**src/wss_pkg.sv**
```systemverilog
package wss_pkg;

    localparam int TEMP_W      = 12;
    localparam int SUM_OUT_W   = 16;
    localparam int VAR_OUT_W   = 29;
    localparam int SLOPE_OUT_W = 23;
    localparam int LIMIT_W     = 30;

    localparam logic [LIMIT_W-1:0] LIMIT_RST = 30'd65536;

    typedef enum logic [3:0] {
        S_IDLE,
        S_SCAN,
        S_DRAIN,
        S_MUL_NSYY,
        S_MUL_SYSQ,
        S_MUL_CSY,
        S_MUL_NP,
        S_FIN,
        S_DONE
    } t_state;

endpackage

```
**src/wss_if.sv**
```systemverilog
interface wss_in_if;
    logic                               valid;
    logic                               ready;
    logic signed [wss_pkg::TEMP_W-1:0]  temperature;

    modport source (output valid, output temperature, input ready);
    modport sink   (input valid, input temperature, output ready);
endinterface

interface wss_out_if;
    logic                                    valid;
    logic                                    ready;
    logic                                    window_full;
    logic                                    steady;
    logic signed [wss_pkg::SUM_OUT_W-1:0]    window_sum;
    logic        [wss_pkg::VAR_OUT_W-1:0]    scaled_variance;
    logic signed [wss_pkg::SLOPE_OUT_W-1:0]  slope_numerator;
    logic signed [wss_pkg::TEMP_W-1:0]       min_sample;
    logic signed [wss_pkg::TEMP_W-1:0]       max_sample;

    modport source (output valid, output window_full, output steady, output window_sum,
                    output scaled_variance, output slope_numerator, output min_sample,
                    output max_sample, input ready);
    modport sink   (input valid, input window_full, input steady, input window_sum,
                    input scaled_variance, input slope_numerator, input min_sample,
                    input max_sample, output ready);
endinterface

```
**src/window_stats_steady_state.sv**
```systemverilog
// an input transfer starts the ring walk, a drain, the multiplier states, a final step and
// the output load (straight to the load while the ring is still filling); no new sample is
// taken until loaded; the ring read port walks one sample per cycle and the shared multiplier
// then does four final products in turn; a result waits in the output register while the
// next sample is taken; reset (synchronous, active low) clears the write slot, the full flag,
// the sequencer and output valid and sets variance_limit to 65536; ring stays until written
module window_stats_steady_state #(
    parameter int WINDOW_LEN = 16
) (
    input  logic                               i_clk,
    input  logic                               i_rst_n,
    wss_in_if.sink                             i_in,
    wss_out_if.source                          o_out,
    input  logic                               i_cfg_we,
    input  logic [wss_pkg::LIMIT_W-1:0]        i_cfg_wdata
);

    localparam int IDX_W   = $clog2(WINDOW_LEN);
    localparam int SUM_W   = wss_pkg::TEMP_W + IDX_W;
    localparam int PS_W    = wss_pkg::TEMP_W + 2 * IDX_W;
    localparam int MUL_W   = 24 + IDX_W;
    localparam int PROD_W  = 2 * MUL_W;
    localparam int VAR_W   = 24 + 2 * IDX_W;
    localparam int SLOPE_W = 14 + 3 * IDX_W;
    localparam int SUMX_W  = (SUM_W > wss_pkg::SUM_OUT_W) ? SUM_W : wss_pkg::SUM_OUT_W;
    localparam int VARX_W  = (VAR_W > wss_pkg::LIMIT_W) ? VAR_W : wss_pkg::LIMIT_W;
    localparam int SLX_W   = (SLOPE_W > wss_pkg::SLOPE_OUT_W) ? SLOPE_W : wss_pkg::SLOPE_OUT_W;
    localparam int K_C     = WINDOW_LEN * (WINDOW_LEN + 1) / 2;

    localparam logic [IDX_W-1:0]        LAST_IDX = IDX_W'(WINDOW_LEN - 1);
    localparam logic signed [MUL_W-1:0] MUL_N    = MUL_W'(WINDOW_LEN);
    localparam logic signed [MUL_W-1:0] MUL_C    = MUL_W'(K_C);

    wss_pkg::t_state r_state, n_state;

    logic [wss_pkg::LIMIT_W-1:0] r_limit;
    logic [IDX_W-1:0]            r_wslot, n_wslot;
    logic                        r_full, n_full;
    logic                        r_res_full;
    logic [IDX_W-1:0]            r_rd_addr;
    logic [IDX_W-1:0]            r_cnt;
    logic                        r_d_vld, r_d_first, r_p_vld;

    logic signed [SUM_W-1:0]     r_sy;
    logic signed [MUL_W-1:0]     r_syy;
    logic signed [PS_W-1:0]      r_ps;
    logic signed [wss_pkg::TEMP_W-1:0] r_min, r_max;
    logic signed [VAR_W-1:0]     r_var;
    logic signed [SLOPE_W-1:0]   r_slope;

    logic                        r_out_vld;
    logic                        r_out_full, r_out_steady;
    logic signed [wss_pkg::SUM_OUT_W-1:0]   r_out_sum;
    logic        [wss_pkg::VAR_OUT_W-1:0]   r_out_var;
    logic signed [wss_pkg::SLOPE_OUT_W-1:0] r_out_slope;
    logic signed [wss_pkg::TEMP_W-1:0]      r_out_min, r_out_max;

    logic w_accept, w_in_ready, w_rd_en, w_out_load;
    logic signed [wss_pkg::TEMP_W-1:0] w_rd_data;
    logic signed [MUL_W-1:0]  w_mul_a, w_mul_b;
    logic signed [PROD_W-1:0] w_prod;

    logic signed [SUMX_W-1:0] w_sum_ext;
    logic [SUMX_W-wss_pkg::SUM_OUT_W:0] w_sum_hi;
    logic                     w_sum_ok;
    logic signed [wss_pkg::SUM_OUT_W-1:0] w_sum_sat;
    logic [VARX_W-1:0]        w_var_u;
    logic                     w_var_ovf, w_steady;
    logic [wss_pkg::VAR_OUT_W-1:0] w_var_sat;
    logic signed [SLX_W-1:0]  w_sl_ext;
    logic [SLX_W-wss_pkg::SLOPE_OUT_W:0] w_sl_hi;
    logic                     w_sl_ok;
    logic signed [wss_pkg::SLOPE_OUT_W-1:0] w_sl_sat;

    assign w_accept    = i_in.valid & w_in_ready;
    assign i_in.ready  = w_in_ready;

    // slot and fill flag after this sample is stored
    assign n_wslot = (r_wslot == LAST_IDX) ? '0 : r_wslot + 1'b1;
    assign n_full  = r_full | (r_wslot == LAST_IDX);

    wss_ring #(
        .DEPTH (WINDOW_LEN)
    ) u_ring (
        .i_clk   (i_clk),
        .i_we    (w_accept),
        .i_waddr (r_wslot),
        .i_wdata (i_in.temperature),
        .i_re    (w_rd_en),
        .i_raddr (r_rd_addr),
        .o_rdata (w_rd_data)
    );

    wss_mul #(
        .W (MUL_W)
    ) u_mul (
        .i_clk  (i_clk),
        .i_a    (w_mul_a),
        .i_b    (w_mul_b),
        .o_prod (w_prod)
    );

    always_comb begin
        case (r_state)
            wss_pkg::S_MUL_NSYY: begin
                w_mul_a = MUL_N;
                w_mul_b = r_syy;
            end
            wss_pkg::S_MUL_SYSQ: begin
                w_mul_a = MUL_W'(r_sy);
                w_mul_b = MUL_W'(r_sy);
            end
            wss_pkg::S_MUL_CSY: begin
                w_mul_a = MUL_C;
                w_mul_b = MUL_W'(r_sy);
            end
            wss_pkg::S_MUL_NP: begin
                w_mul_a = MUL_N;
                w_mul_b = MUL_W'(r_ps);
            end
            default: begin
                w_mul_a = MUL_W'(w_rd_data);
                w_mul_b = MUL_W'(w_rd_data);
            end
        endcase
    end

    always_ff @(posedge i_clk) begin
        if (!i_rst_n) begin
            r_state <= wss_pkg::S_IDLE;
        end else begin
            r_state <= n_state;
        end
    end

    always_comb begin
        n_state    = r_state;
        w_in_ready = 1'b0;
        w_rd_en    = 1'b0;
        w_out_load = 1'b0;
        case (r_state)
            wss_pkg::S_IDLE: begin
                w_in_ready = 1'b1;
                if (i_in.valid) begin
                    n_state = n_full ? wss_pkg::S_SCAN : wss_pkg::S_DONE;
                end
            end
            wss_pkg::S_SCAN: begin
                w_rd_en = 1'b1;
                if (r_cnt == LAST_IDX) begin
                    n_state = wss_pkg::S_DRAIN;
                end
            end
            wss_pkg::S_DRAIN: begin
                if (!r_d_vld && !r_p_vld) begin
                    n_state = wss_pkg::S_MUL_NSYY;
                end
            end
            wss_pkg::S_MUL_NSYY: n_state = wss_pkg::S_MUL_SYSQ;
            wss_pkg::S_MUL_SYSQ: n_state = wss_pkg::S_MUL_CSY;
            wss_pkg::S_MUL_CSY:  n_state = wss_pkg::S_MUL_NP;
            wss_pkg::S_MUL_NP:   n_state = wss_pkg::S_FIN;
            wss_pkg::S_FIN:      n_state = wss_pkg::S_DONE;
            wss_pkg::S_DONE: begin
                if (!r_out_vld || o_out.ready) begin
                    w_out_load = 1'b1;
                    n_state    = wss_pkg::S_IDLE;
                end
            end
            default: n_state = wss_pkg::S_IDLE;
        endcase
    end

    // control state
    always_ff @(posedge i_clk) begin
        if (!i_rst_n) begin
            r_limit   <= wss_pkg::LIMIT_RST;
            r_wslot   <= '0;
            r_full    <= 1'b0;
            r_d_vld   <= 1'b0;
            r_p_vld   <= 1'b0;
            r_out_vld <= 1'b0;
        end else begin
            if (i_cfg_we) begin
                r_limit <= i_cfg_wdata;
            end
            if (w_accept) begin
                r_wslot <= n_wslot;
                r_full  <= n_full;
            end
            r_d_vld <= w_rd_en;
            r_p_vld <= r_d_vld;
            if (w_out_load) begin
                r_out_vld <= 1'b1;
            end else if (o_out.ready) begin
                r_out_vld <= 1'b0;
            end
        end
    end

    // walk and accumulate
    always_ff @(posedge i_clk) begin
        r_d_first <= (r_cnt == '0);
        if (w_accept) begin
            r_res_full <= n_full;
            r_rd_addr  <= n_wslot;  // oldest sample once the ring is full
            r_cnt      <= '0;
            r_sy       <= '0;
            r_syy      <= '0;
            r_ps       <= '0;
        end
        if (w_rd_en) begin
            r_rd_addr <= (r_rd_addr == LAST_IDX) ? '0 : r_rd_addr + 1'b1;
            r_cnt     <= r_cnt + 1'b1;
        end
        if (r_d_vld) begin
            r_sy <= r_sy + SUM_W'(w_rd_data);
            if (r_d_first || w_rd_data < r_min) begin
                r_min <= w_rd_data;
            end
            if (r_d_first || w_rd_data > r_max) begin
                r_max <= w_rd_data;
            end
        end
        // sum of running sums gives N*sum(y) - sum(x*y)
        if (r_p_vld) begin
            r_syy <= r_syy + w_prod[MUL_W-1:0];
            r_ps  <= r_ps + PS_W'(r_sy);
        end
        case (r_state)
            wss_pkg::S_MUL_SYSQ: r_var   <= w_prod[VAR_W-1:0];
            wss_pkg::S_MUL_CSY:  r_var   <= r_var - w_prod[VAR_W-1:0];
            wss_pkg::S_MUL_NP:   r_slope <= w_prod[SLOPE_W-1:0];
            wss_pkg::S_FIN:      r_slope <= r_slope - w_prod[SLOPE_W-1:0];
            default: ;
        endcase
    end

    // saturation and threshold
    assign w_sum_ext = SUMX_W'(r_sy);
    assign w_sum_hi  = w_sum_ext[SUMX_W-1:wss_pkg::SUM_OUT_W-1];
    assign w_sum_ok  = (&w_sum_hi) | ~(|w_sum_hi);
    assign w_sum_sat = w_sum_ok ? w_sum_ext[wss_pkg::SUM_OUT_W-1:0] :
                       {w_sum_ext[SUMX_W-1], {(wss_pkg::SUM_OUT_W-1){~w_sum_ext[SUMX_W-1]}}};

    assign w_var_u   = VARX_W'($unsigned(r_var));
    assign w_steady  = w_var_u < VARX_W'(r_limit);
    assign w_var_ovf = |w_var_u[VARX_W-1:wss_pkg::VAR_OUT_W];
    assign w_var_sat = w_var_ovf ? '1 : w_var_u[wss_pkg::VAR_OUT_W-1:0];

    assign w_sl_ext = SLX_W'(r_slope);
    assign w_sl_hi  = w_sl_ext[SLX_W-1:wss_pkg::SLOPE_OUT_W-1];
    assign w_sl_ok  = (&w_sl_hi) | ~(|w_sl_hi);
    assign w_sl_sat = w_sl_ok ? w_sl_ext[wss_pkg::SLOPE_OUT_W-1:0] :
                      {w_sl_ext[SLX_W-1], {(wss_pkg::SLOPE_OUT_W-1){~w_sl_ext[SLX_W-1]}}};

    always_ff @(posedge i_clk) begin
        if (w_out_load) begin
            if (r_res_full) begin
                r_out_full   <= 1'b1;
                r_out_steady <= w_steady;
                r_out_sum    <= w_sum_sat;
                r_out_var    <= w_var_sat;
                r_out_slope  <= w_sl_sat;
                r_out_min    <= r_min;
                r_out_max    <= r_max;
            end else begin
                r_out_full   <= 1'b0;
                r_out_steady <= 1'b0;
                r_out_sum    <= '0;
                r_out_var    <= '0;
                r_out_slope  <= '0;
                r_out_min    <= '0;
                r_out_max    <= '0;
            end
        end
    end

    assign o_out.valid           = r_out_vld;
    assign o_out.window_full     = r_out_full;
    assign o_out.steady          = r_out_steady;
    assign o_out.window_sum      = r_out_sum;
    assign o_out.scaled_variance = r_out_var;
    assign o_out.slope_numerator = r_out_slope;
    assign o_out.min_sample      = r_out_min;
    assign o_out.max_sample      = r_out_max;

endmodule

```
**src/wss_ring.sv**
```systemverilog
module wss_ring #(
    parameter int DEPTH = 16
) (
    input  logic                               i_clk,
    input  logic                               i_we,
    input  logic [$clog2(DEPTH)-1:0]           i_waddr,
    input  logic signed [wss_pkg::TEMP_W-1:0]  i_wdata,
    input  logic                               i_re,
    input  logic [$clog2(DEPTH)-1:0]           i_raddr,
    output logic signed [wss_pkg::TEMP_W-1:0]  o_rdata
);

    logic signed [wss_pkg::TEMP_W-1:0] r_mem [DEPTH];
    logic signed [wss_pkg::TEMP_W-1:0] r_rdata;

    always_ff @(posedge i_clk) begin
        if (i_we) begin
            r_mem[i_waddr] <= i_wdata;
        end
    end

    always_ff @(posedge i_clk) begin
        if (i_re) begin
            r_rdata <= r_mem[i_raddr];
        end
    end

    assign o_rdata = r_rdata;

endmodule

```
**src/wss_mul.sv**
```systemverilog
module wss_mul #(
    parameter int W = 28
) (
    input  logic                  i_clk,
    input  logic signed [W-1:0]   i_a,
    input  logic signed [W-1:0]   i_b,
    output logic signed [2*W-1:0] o_prod
);

    logic signed [2*W-1:0] r_prod;

    always_ff @(posedge i_clk) begin
        r_prod <= i_a * i_b;
    end

    assign o_prod = r_prod;

endmodule
```
**src/flat_wrapper.sv**
```systemverilog
// flat-port wrapper written by rule: the top's interface ports become plain ports
module window_stats_steady_state_flat 
#(
    parameter int WINDOW_LEN = 16
)
  (i_clk, i_rst_n, i_cfg_we, i_cfg_wdata, i_in_valid, i_in_temperature, i_in_ready, o_out_valid, o_out_window_full, o_out_steady, o_out_window_sum, o_out_scaled_variance, o_out_slope_numerator, o_out_min_sample, o_out_max_sample, o_out_ready);
  wss_in_if i_in_i ();
  wss_out_if o_out_i ();
  input  logic i_clk;
  input  logic i_rst_n;
  input  logic i_cfg_we;
  input  logic [wss_pkg::LIMIT_W-1:0] i_cfg_wdata;
  input wire logic [$bits(i_in_i.valid)-1:0] i_in_valid;
  input wire logic [$bits(i_in_i.temperature)-1:0] i_in_temperature;
  output wire logic [$bits(i_in_i.ready)-1:0] i_in_ready;
  output wire logic [$bits(o_out_i.valid)-1:0] o_out_valid;
  output wire logic [$bits(o_out_i.window_full)-1:0] o_out_window_full;
  output wire logic [$bits(o_out_i.steady)-1:0] o_out_steady;
  output wire logic [$bits(o_out_i.window_sum)-1:0] o_out_window_sum;
  output wire logic [$bits(o_out_i.scaled_variance)-1:0] o_out_scaled_variance;
  output wire logic [$bits(o_out_i.slope_numerator)-1:0] o_out_slope_numerator;
  output wire logic [$bits(o_out_i.min_sample)-1:0] o_out_min_sample;
  output wire logic [$bits(o_out_i.max_sample)-1:0] o_out_max_sample;
  input wire logic [$bits(o_out_i.ready)-1:0] o_out_ready;
  assign i_in_i.valid = i_in_valid;
  assign i_in_i.temperature = i_in_temperature;
  assign i_in_ready = i_in_i.ready;
  assign o_out_valid = o_out_i.valid;
  assign o_out_window_full = o_out_i.window_full;
  assign o_out_steady = o_out_i.steady;
  assign o_out_window_sum = o_out_i.window_sum;
  assign o_out_scaled_variance = o_out_i.scaled_variance;
  assign o_out_slope_numerator = o_out_i.slope_numerator;
  assign o_out_min_sample = o_out_i.min_sample;
  assign o_out_max_sample = o_out_i.max_sample;
  assign o_out_i.ready = o_out_ready;
  window_stats_steady_state #(.WINDOW_LEN(WINDOW_LEN)) u_core (.i_clk(i_clk), .i_rst_n(i_rst_n), .i_in(i_in_i), .o_out(o_out_i), .i_cfg_we(i_cfg_we), .i_cfg_wdata(i_cfg_wdata));
endmodule
```
**config.mk**
```make
export PLATFORM = sky130hd
export DESIGN_NAME = window_stats_steady_state_flat
export DESIGN_NICKNAME = d
export VERILOG_FILES = /design/src/wss_pkg.sv /design/src/wss_if.sv /design/src/window_stats_steady_state.sv /design/src/wss_ring.sv /design/src/wss_mul.sv /design/src/flat_wrapper.sv
export SDC_FILE = /design/constraint.sdc
export NUM_CORES = 2
export LEC_CHECK = 0
export ABC_CLOCK_PERIOD_IN_PS = 8100
export BUFFER_PORTS_ARGS = -buffer_cell sky130_fd_sc_hd__buf_2
export CAP_MARGIN = 20
export CORE_MARGIN = 1.5
export CORE_UTILIZATION = 35
export DETAILED_ROUTE_END_ITERATION = 7
export PLACE_DENSITY = 0.55
export SYNTH_ARGS = -nofsm -noshare
export SYNTH_HDL_FRONTEND = slang
export SYNTH_SLANG_ARGS = --single-unit
```
**constraint.sdc**
```tcl
create_clock -name i_clk -period 8.1 [get_ports i_clk]
set_input_delay 0.405 -clock i_clk [delete_from_list [all_inputs] [get_ports i_clk]]
set_output_delay 0.405 -clock i_clk [all_outputs]
set_load 0.005 [all_outputs]
```
### Word-level counts from Yosys, hierarchy flattened

Memory sizes are Yosys's and may differ from the RTL's. A register that Yosys moved wholly into a read port is not among the register bits.
Index checks and enable logic that the tools add are counted.

| storage, ports and cells | value |
|---|---|
| flip-flop bits (word level) | 324 |
| memory bits (writable) | 192 |
| input bits | 47 |
| output and inout bits | 96 |
| logic and storage cells | 115 |
| memories | 1 |

Memory list:

| name | depth | width | rd ports | clocked after memory_dff | wr ports | RTL line | source |
|---|---|---|---|---|---|---|---|
| u_core.u_ring.r_mem | 16 | 12 | 1 | 1 | 1 | wss_ring.sv:13 | `logic signed [wss_pkg::TEMP_W-1:0] r_mem [DEPTH];` |

| operators by class | value |
|---|---|
| add/subtract/negate cells | 8 |
| $mul | 1 |
| magnitude comparators | 3 |
| eq/ne operators | 15 |
| multiplexer cells | 33 |
| bitwise operators | 5 |
| reduce and logical (&&, ||, !) cells | 23 |

Operators by type and width:

| kind | count |
|---|---|
| case mux 28 bit (3 select lines) | 2 |
| case mux 32 bit (2 select lines) | 1 |
| two-way mux 28 bit | 2 |
| case mux 26 bit (2 select lines) | 1 |
| two-way mux 4 bit | 11 |
| two-way mux 20 bit | 2 |
| case mux 4 bit (9 select lines) | 1 |
| < comparator 32 x 30 -> 1 bit | 1 |
| multiplier 28 x 28 -> 32 bit | 1 |
| two-way mux 16 bit | 2 |
| subtractor 32 bit | 1 |
| two-way mux 29 bit | 1 |
| adder 28 bit | 1 |
| subtractor 26 bit | 1 |
| two-way mux 23 bit | 1 |
| adder 20 x 16 -> 20 bit | 1 |
| adder 16 x 12 -> 16 bit | 1 |
| == test 4 x 3 -> 1 bit, second input constant | 4 |
| == test 4 bit, second input constant | 4 |
| adder 4 x 1 -> 4 bit, second input constant | 3 |
| > comparator 12 bit | 1 |
| < comparator 12 bit | 1 |
| nonzero test 2 bit | 6 |
| two-way mux 1 bit | 9 |
| other kinds (16) | 29 |

### Longest topological paths before layout

| depth | value |
|---|---|
| word-level depth | 5 |
| gate-level depth with buffers | 35 |
| depth with buffers taken out | 31 |

### Hierarchy

Synthesis repeated with hierarchy kept, for this count alone.

| unflattened totals | value |
|---|---|
| cells, all modules | 5390 |
| area, all modules | 56410.4 sq um |

By module, submodules not included:

| module | instances | cells each | area an instance (sq um) | seq. area each (sq um) |
|---|---|---|---|---|
| wss_mul | 1 | 3142 | 29694.7 | 1121.1 |
| window_stats_steady_state | 1 | 1919 | 18995.7 | 8338.0 |
| wss_ring | 1 | 329 | 7719.9 | 6125.9 |

### Least setup slack after synthesis

No wires, ideal clock.

| path | value |
|---|---|
| kind | register -> register |
| start | register u_core.r_state[1] |
| end | register u_core.u_mul.r_prod[31] (netlist: u_core.u_mul.o_prod[31]) |
| setup time | 121 ps |
| arrival time | 8490 ps |
| data required time | 7979 ps |
| path slack | -511 ps |
| stages on the path, launching flop included | 33 |
| path buffers | 4 |
| clock period less this slack | 8611 ps |
| cells stage by stage | dfxtp_1 > buf_6 > inv_1 > nand3_1 > inv_1 > clkbuf_1 > clkbuf_1 > a22oi_1 > nand3_1 > nand2_1 > fa_1 > inv_1 > fa_1 > clkbuf_1 > xor2_1 > ha_1 > a21o_1 > fa_1 > inv_1 > fa_1 > inv_1 > fa_1 > fa_1 > inv_1 > fa_1 > inv_1 > ha_1 > a21o_1 > a21oi_1 > o21ai_0 > a21oi_1 > o21ai_0 > xnor2_1 |

| on the way | value |
|---|---|
| cells in the longest elaborated chain, start to end | 4 |
| elaborated cells on any way between the ends | 9 |
| classes of those cells | 1 x mul; 4 x eq/ne; 2 x mux; 2 x reduce/logical |

Ends and longest elaborated chain:

| element | RTL line | source |
|---|---|---|
| start: declaration | window_stats_steady_state.sv:34 | `wss_pkg::t_state r_state, n_state;` |
| start signal: assignment | window_stats_steady_state.sv:130 | `r_state <= wss_pkg::S_IDLE;` |
| start signal: assignment | window_stats_steady_state.sv:132 | `r_state <= n_state;` |
| == test 4 x 2 -> 1 bit or == test 4 x 3 -> 1 bit (tied branches) | window_stats_steady_state.sv:104 | `case (r_state)` |
| OR reduction 2 bit (no line) | n/a |  |
| case mux 28 bit (3 select lines) | window_stats_steady_state.sv:104 |  |
| multiplier 28 x 28 -> 32 bit (*) | wss_mul.sv:13 | `r_prod <= i_a * i_b;` |
| end signal: assignment | wss_mul.sv:13 |  |
| end: declaration | wss_mul.sv:10 | `logic signed [2*W-1:0] r_prod;` |

Every way passes the cells marked *; elsewhere a longest branch is shown, timed or not.
A chain may end at the register's enable or synchronous reset.

### Worst setup path after layout

| path | value |
|---|---|
| start | register u_core.r_state[0] |
| end | register u_core.u_mul.r_prod[24] (netlist: u_core.u_mul.o_prod[24]) |

Same word-level chain as after synthesis.

==> impl_metrics.env <==
export IMPL_status="complete, no violations"
export IMPL_synthCells=3700
export IMPL_clock_sinks=528
export IMPL_antenna_found_initial=1
export IMPL_rsz0062_at_grt="false"
export IMPL_dp_cells=5372
export IMPL_wl_um=107000
export IMPL_layout_drive_gt1_share=0.128
export IMPL_yosys_warnings=0
export IMPL_synth_area_sq_um=40300
export IMPL_cts_buffers=57
export IMPL_dpl_hpwl_um=83400
export IMPL_fin_cells=5491
export IMPL_route_detailed_drc=0
export IMPL_grt_pass1_wl_um=166000
export IMPL_synth_cell_types=89
export IMPL_post_route_util=0.399
export IMPL_synth_top_cell_by_area="edfxtp_1"
export IMPL_most_common_layout_cells="inv_1 (629), edfxtp_1 (453), fa_1 (359), ha_1 (313), nand2_1 (310)"
export IMPL_required_ns=8.66
export IMPL_layout_min_cycle_time_ns=7.83
export IMPL_synth_edf_count=453
export IMPL_ys_top_cells_by_area="edfxtp_1 (34%), fa_1 (18%), ha_1 (9.7%), inv_1 (5.9%), dfxtp_1 (3.7%)"
export IMPL_cp_num_buf_inv=8
export IMPL_fmax_ghz=0.128
export IMPL_crit_type="flip-flop to flip-flop"
export IMPL_die_h_um=342
export IMPL_power_density_nw_per_um2=136
export IMPL_clock_latency_ns=0.68
export IMPL_gp_congestion=0.959
export IMPL_cp_end_kind="flip-flop"
export IMPL_relSlewSlack=0.311
export IMPL_synth_seq_area_share=0.375
export IMPL_path_clk_slew_ns=0.06
export IMPL_mostFrequentLayoutCell="inv_1"
export IMPL_tightest_slew_ns=1.03
export IMPL_slew_viol_final=0
export IMPL_drv_cap=0
export IMPL_layout_nets=4650
export IMPL_synth_nets=4421
export IMPL_vias=27078
export IMPL_fin_hold_ws_ns=0.0341
export IMPL_grt_pass1_vias=28076
export IMPL_routed_via_density=4.93
export IMPL_htreeDepth=2
export IMPL_synth_avg_cell_area_sq_um=10.9
export IMPL_cts_root_buffer="clkbuf_16"
export IMPL_grt_max_degree=84
export IMPL_crit_fanout=8
export IMPL_cp_arrival_ns=8.39
export IMPL_die_w_um=342
export IMPL_pin_count=143
export IMPL_yosysTopAreaCellShare=0.337
export IMPL_finalPower_uw=6220
export IMPL_max_clock_path_buffers=3
export IMPL_drtAntennaViolNets=0
export IMPL_critPathMaxStageDelay_ns=0.57
export IMPL_grt_overflow=0
export IMPL_track_usage=0.184
export IMPL_finalSetupTns_ns=0
export IMPL_core_area_sq_um=114000
export IMPL_critPathSlowestCell="fa_1"
export IMPL_dieArea_sq_um=117000
export IMPL_dr_pass1_iters=6
export IMPL_drtIter0Drc=1683
export IMPL_hold_violations=0
export IMPL_port_buffers=142
export IMPL_row_count=124
export IMPL_yosys_most_used_dff="edfxtp_1"
export IMPL_setup_violations=0
export IMPL_clock_skew_ns=0.0569
export IMPL_routedWlPerCell_um=19.5
export IMPL_synthArstFlopShare=0
export IMPL_vdd_drop_max_v=0.000153
export IMPL_ys_ff_latch=528
export IMPL_area_delta_synth_final_pct=13.2
export IMPL_hold_class="input port to flip-flop"
export IMPL_crit_family="adder cells"
export IMPL_post_route_period_util=0.967
export IMPL_tritoncts="built"
export IMPL_start_util=0.353
export IMPL_start_kind="flip-flop"
export IMPL_leakage_uw=0.0202
export IMPL_path_common_cell="fa_1"
## cell type report
type / instances / area, sq um
flip-flops and latches: 528 / 15100
inverters: 643 / 2420
clock buffers: 60 / 1440
clock inverters: 47 / 546
repair buffers: 287 / 1810
well taps: 1512 / 1890
multi-input cells: 2412 / 22400
fillers: 11072 / 68700
diodes: 2 / 5.00
## through the flow
stage	setup WS, ns	cell area (sq um)
after floorplan	0.0673	40300
after global placement	0.0353	43500
after detailed placement	-0.0668	43500
after CTS	0.0695	45500
after global routing	0.0110	45600
final	0.271	45600
## flip-flops by register name (all words and copies together) (netlist names), 20 cells and up
name / count
u_core.r_var: 32
u_core.r_limit: 30
u_core.o_out.slope_numerator: 23
u_core.r_slope: 26
u_core.u_ring.r_mem: 192
u_core.u_mul.o_prod: 32
u_core.o_out.scaled_variance: 29
u_core.r_syy: 28
u_core.r_ps: 20
## worst register-to-register path: cells and delay by family (launching register included)
kind	cells	cell delay (ns)
adder cells (fa/ha/maj)	9	3.80
AND/OR/NAND/NOR	4	0.76
buffers and inverters	8	1.11
AO/OA/AOI/OAI	7	1.51
XOR/XNOR	1	0.13
flip-flops	1	0.42
## metal layers
metal  vias to the layer above  GRT usage  routed length, um
met5                         -          0                  0
met4                         0     0.0550               3150
met3                       162     0.0326               6370
met2                       669      0.304              49800
met1                     13340      0.245              47600
li1                      12907          -                  -
## kinds of logic after synthesis
kind of cell,count (synthesis),synth area share
fa+ha+maj,674,0.276
xor+xnor,150,0.0328
compound gates,569,0.0923
flops,528,0.375
buf+inv,761,0.0719
mux,97,0.0428
simple gates,921,0.109
## Yosys cell counts, types with 75 or more instances
master and instances:
and2_1 84, xnor2_1 98, clkbuf_1 85, inv_1 633
edfxtp_1 453, dfxtp_1 75, a21oi_1 131, o21ai_0 126
nor2_1 229, nand2_1 313, ha_1 314, fa_1 360
## path summary, 6_finish.rpt
| path | start | endpoint | slack [ns] | cells past startpoint |
|---|---|---|---|---|
| worst max-delay path | u_core.r_state[0] | u_core.u_mul.o_prod[24] | 0.27 | 29 |
| worst min-delay path | i_cfg_wdata[27] | u_core.r_limit[27] | 0.03 | 3 |
| worst max register to register | u_core.r_state[0] | u_core.u_mul.o_prod[24] | 0.27 | 29 |
| worst min register to register | u_core.r_full | u_core.r_full | 0.47 | 1 |
## timing repair
item | in CTS | in global routing
hold buffers | 3 | 0
gates resized for setup | 1 | 27
hold endpoints to repair | 3 | 0
pin swaps | 1 | 5
setup endpoints to repair | 2 | 10
setup buffers | 1 | 4
cloned | 0 | 1
## where the power goes
part           internal (uW)  leakage [uW]  switching, uW  total [uW]
Combinational            171        0.0144            223         394
Sequential              3020       0.00483           52.3        3070
Clock                   1590      0.000962           1170        2760
Total                   4780        0.0202           1450        6220
Note: power is estimated with default switching activity, not from simulation.
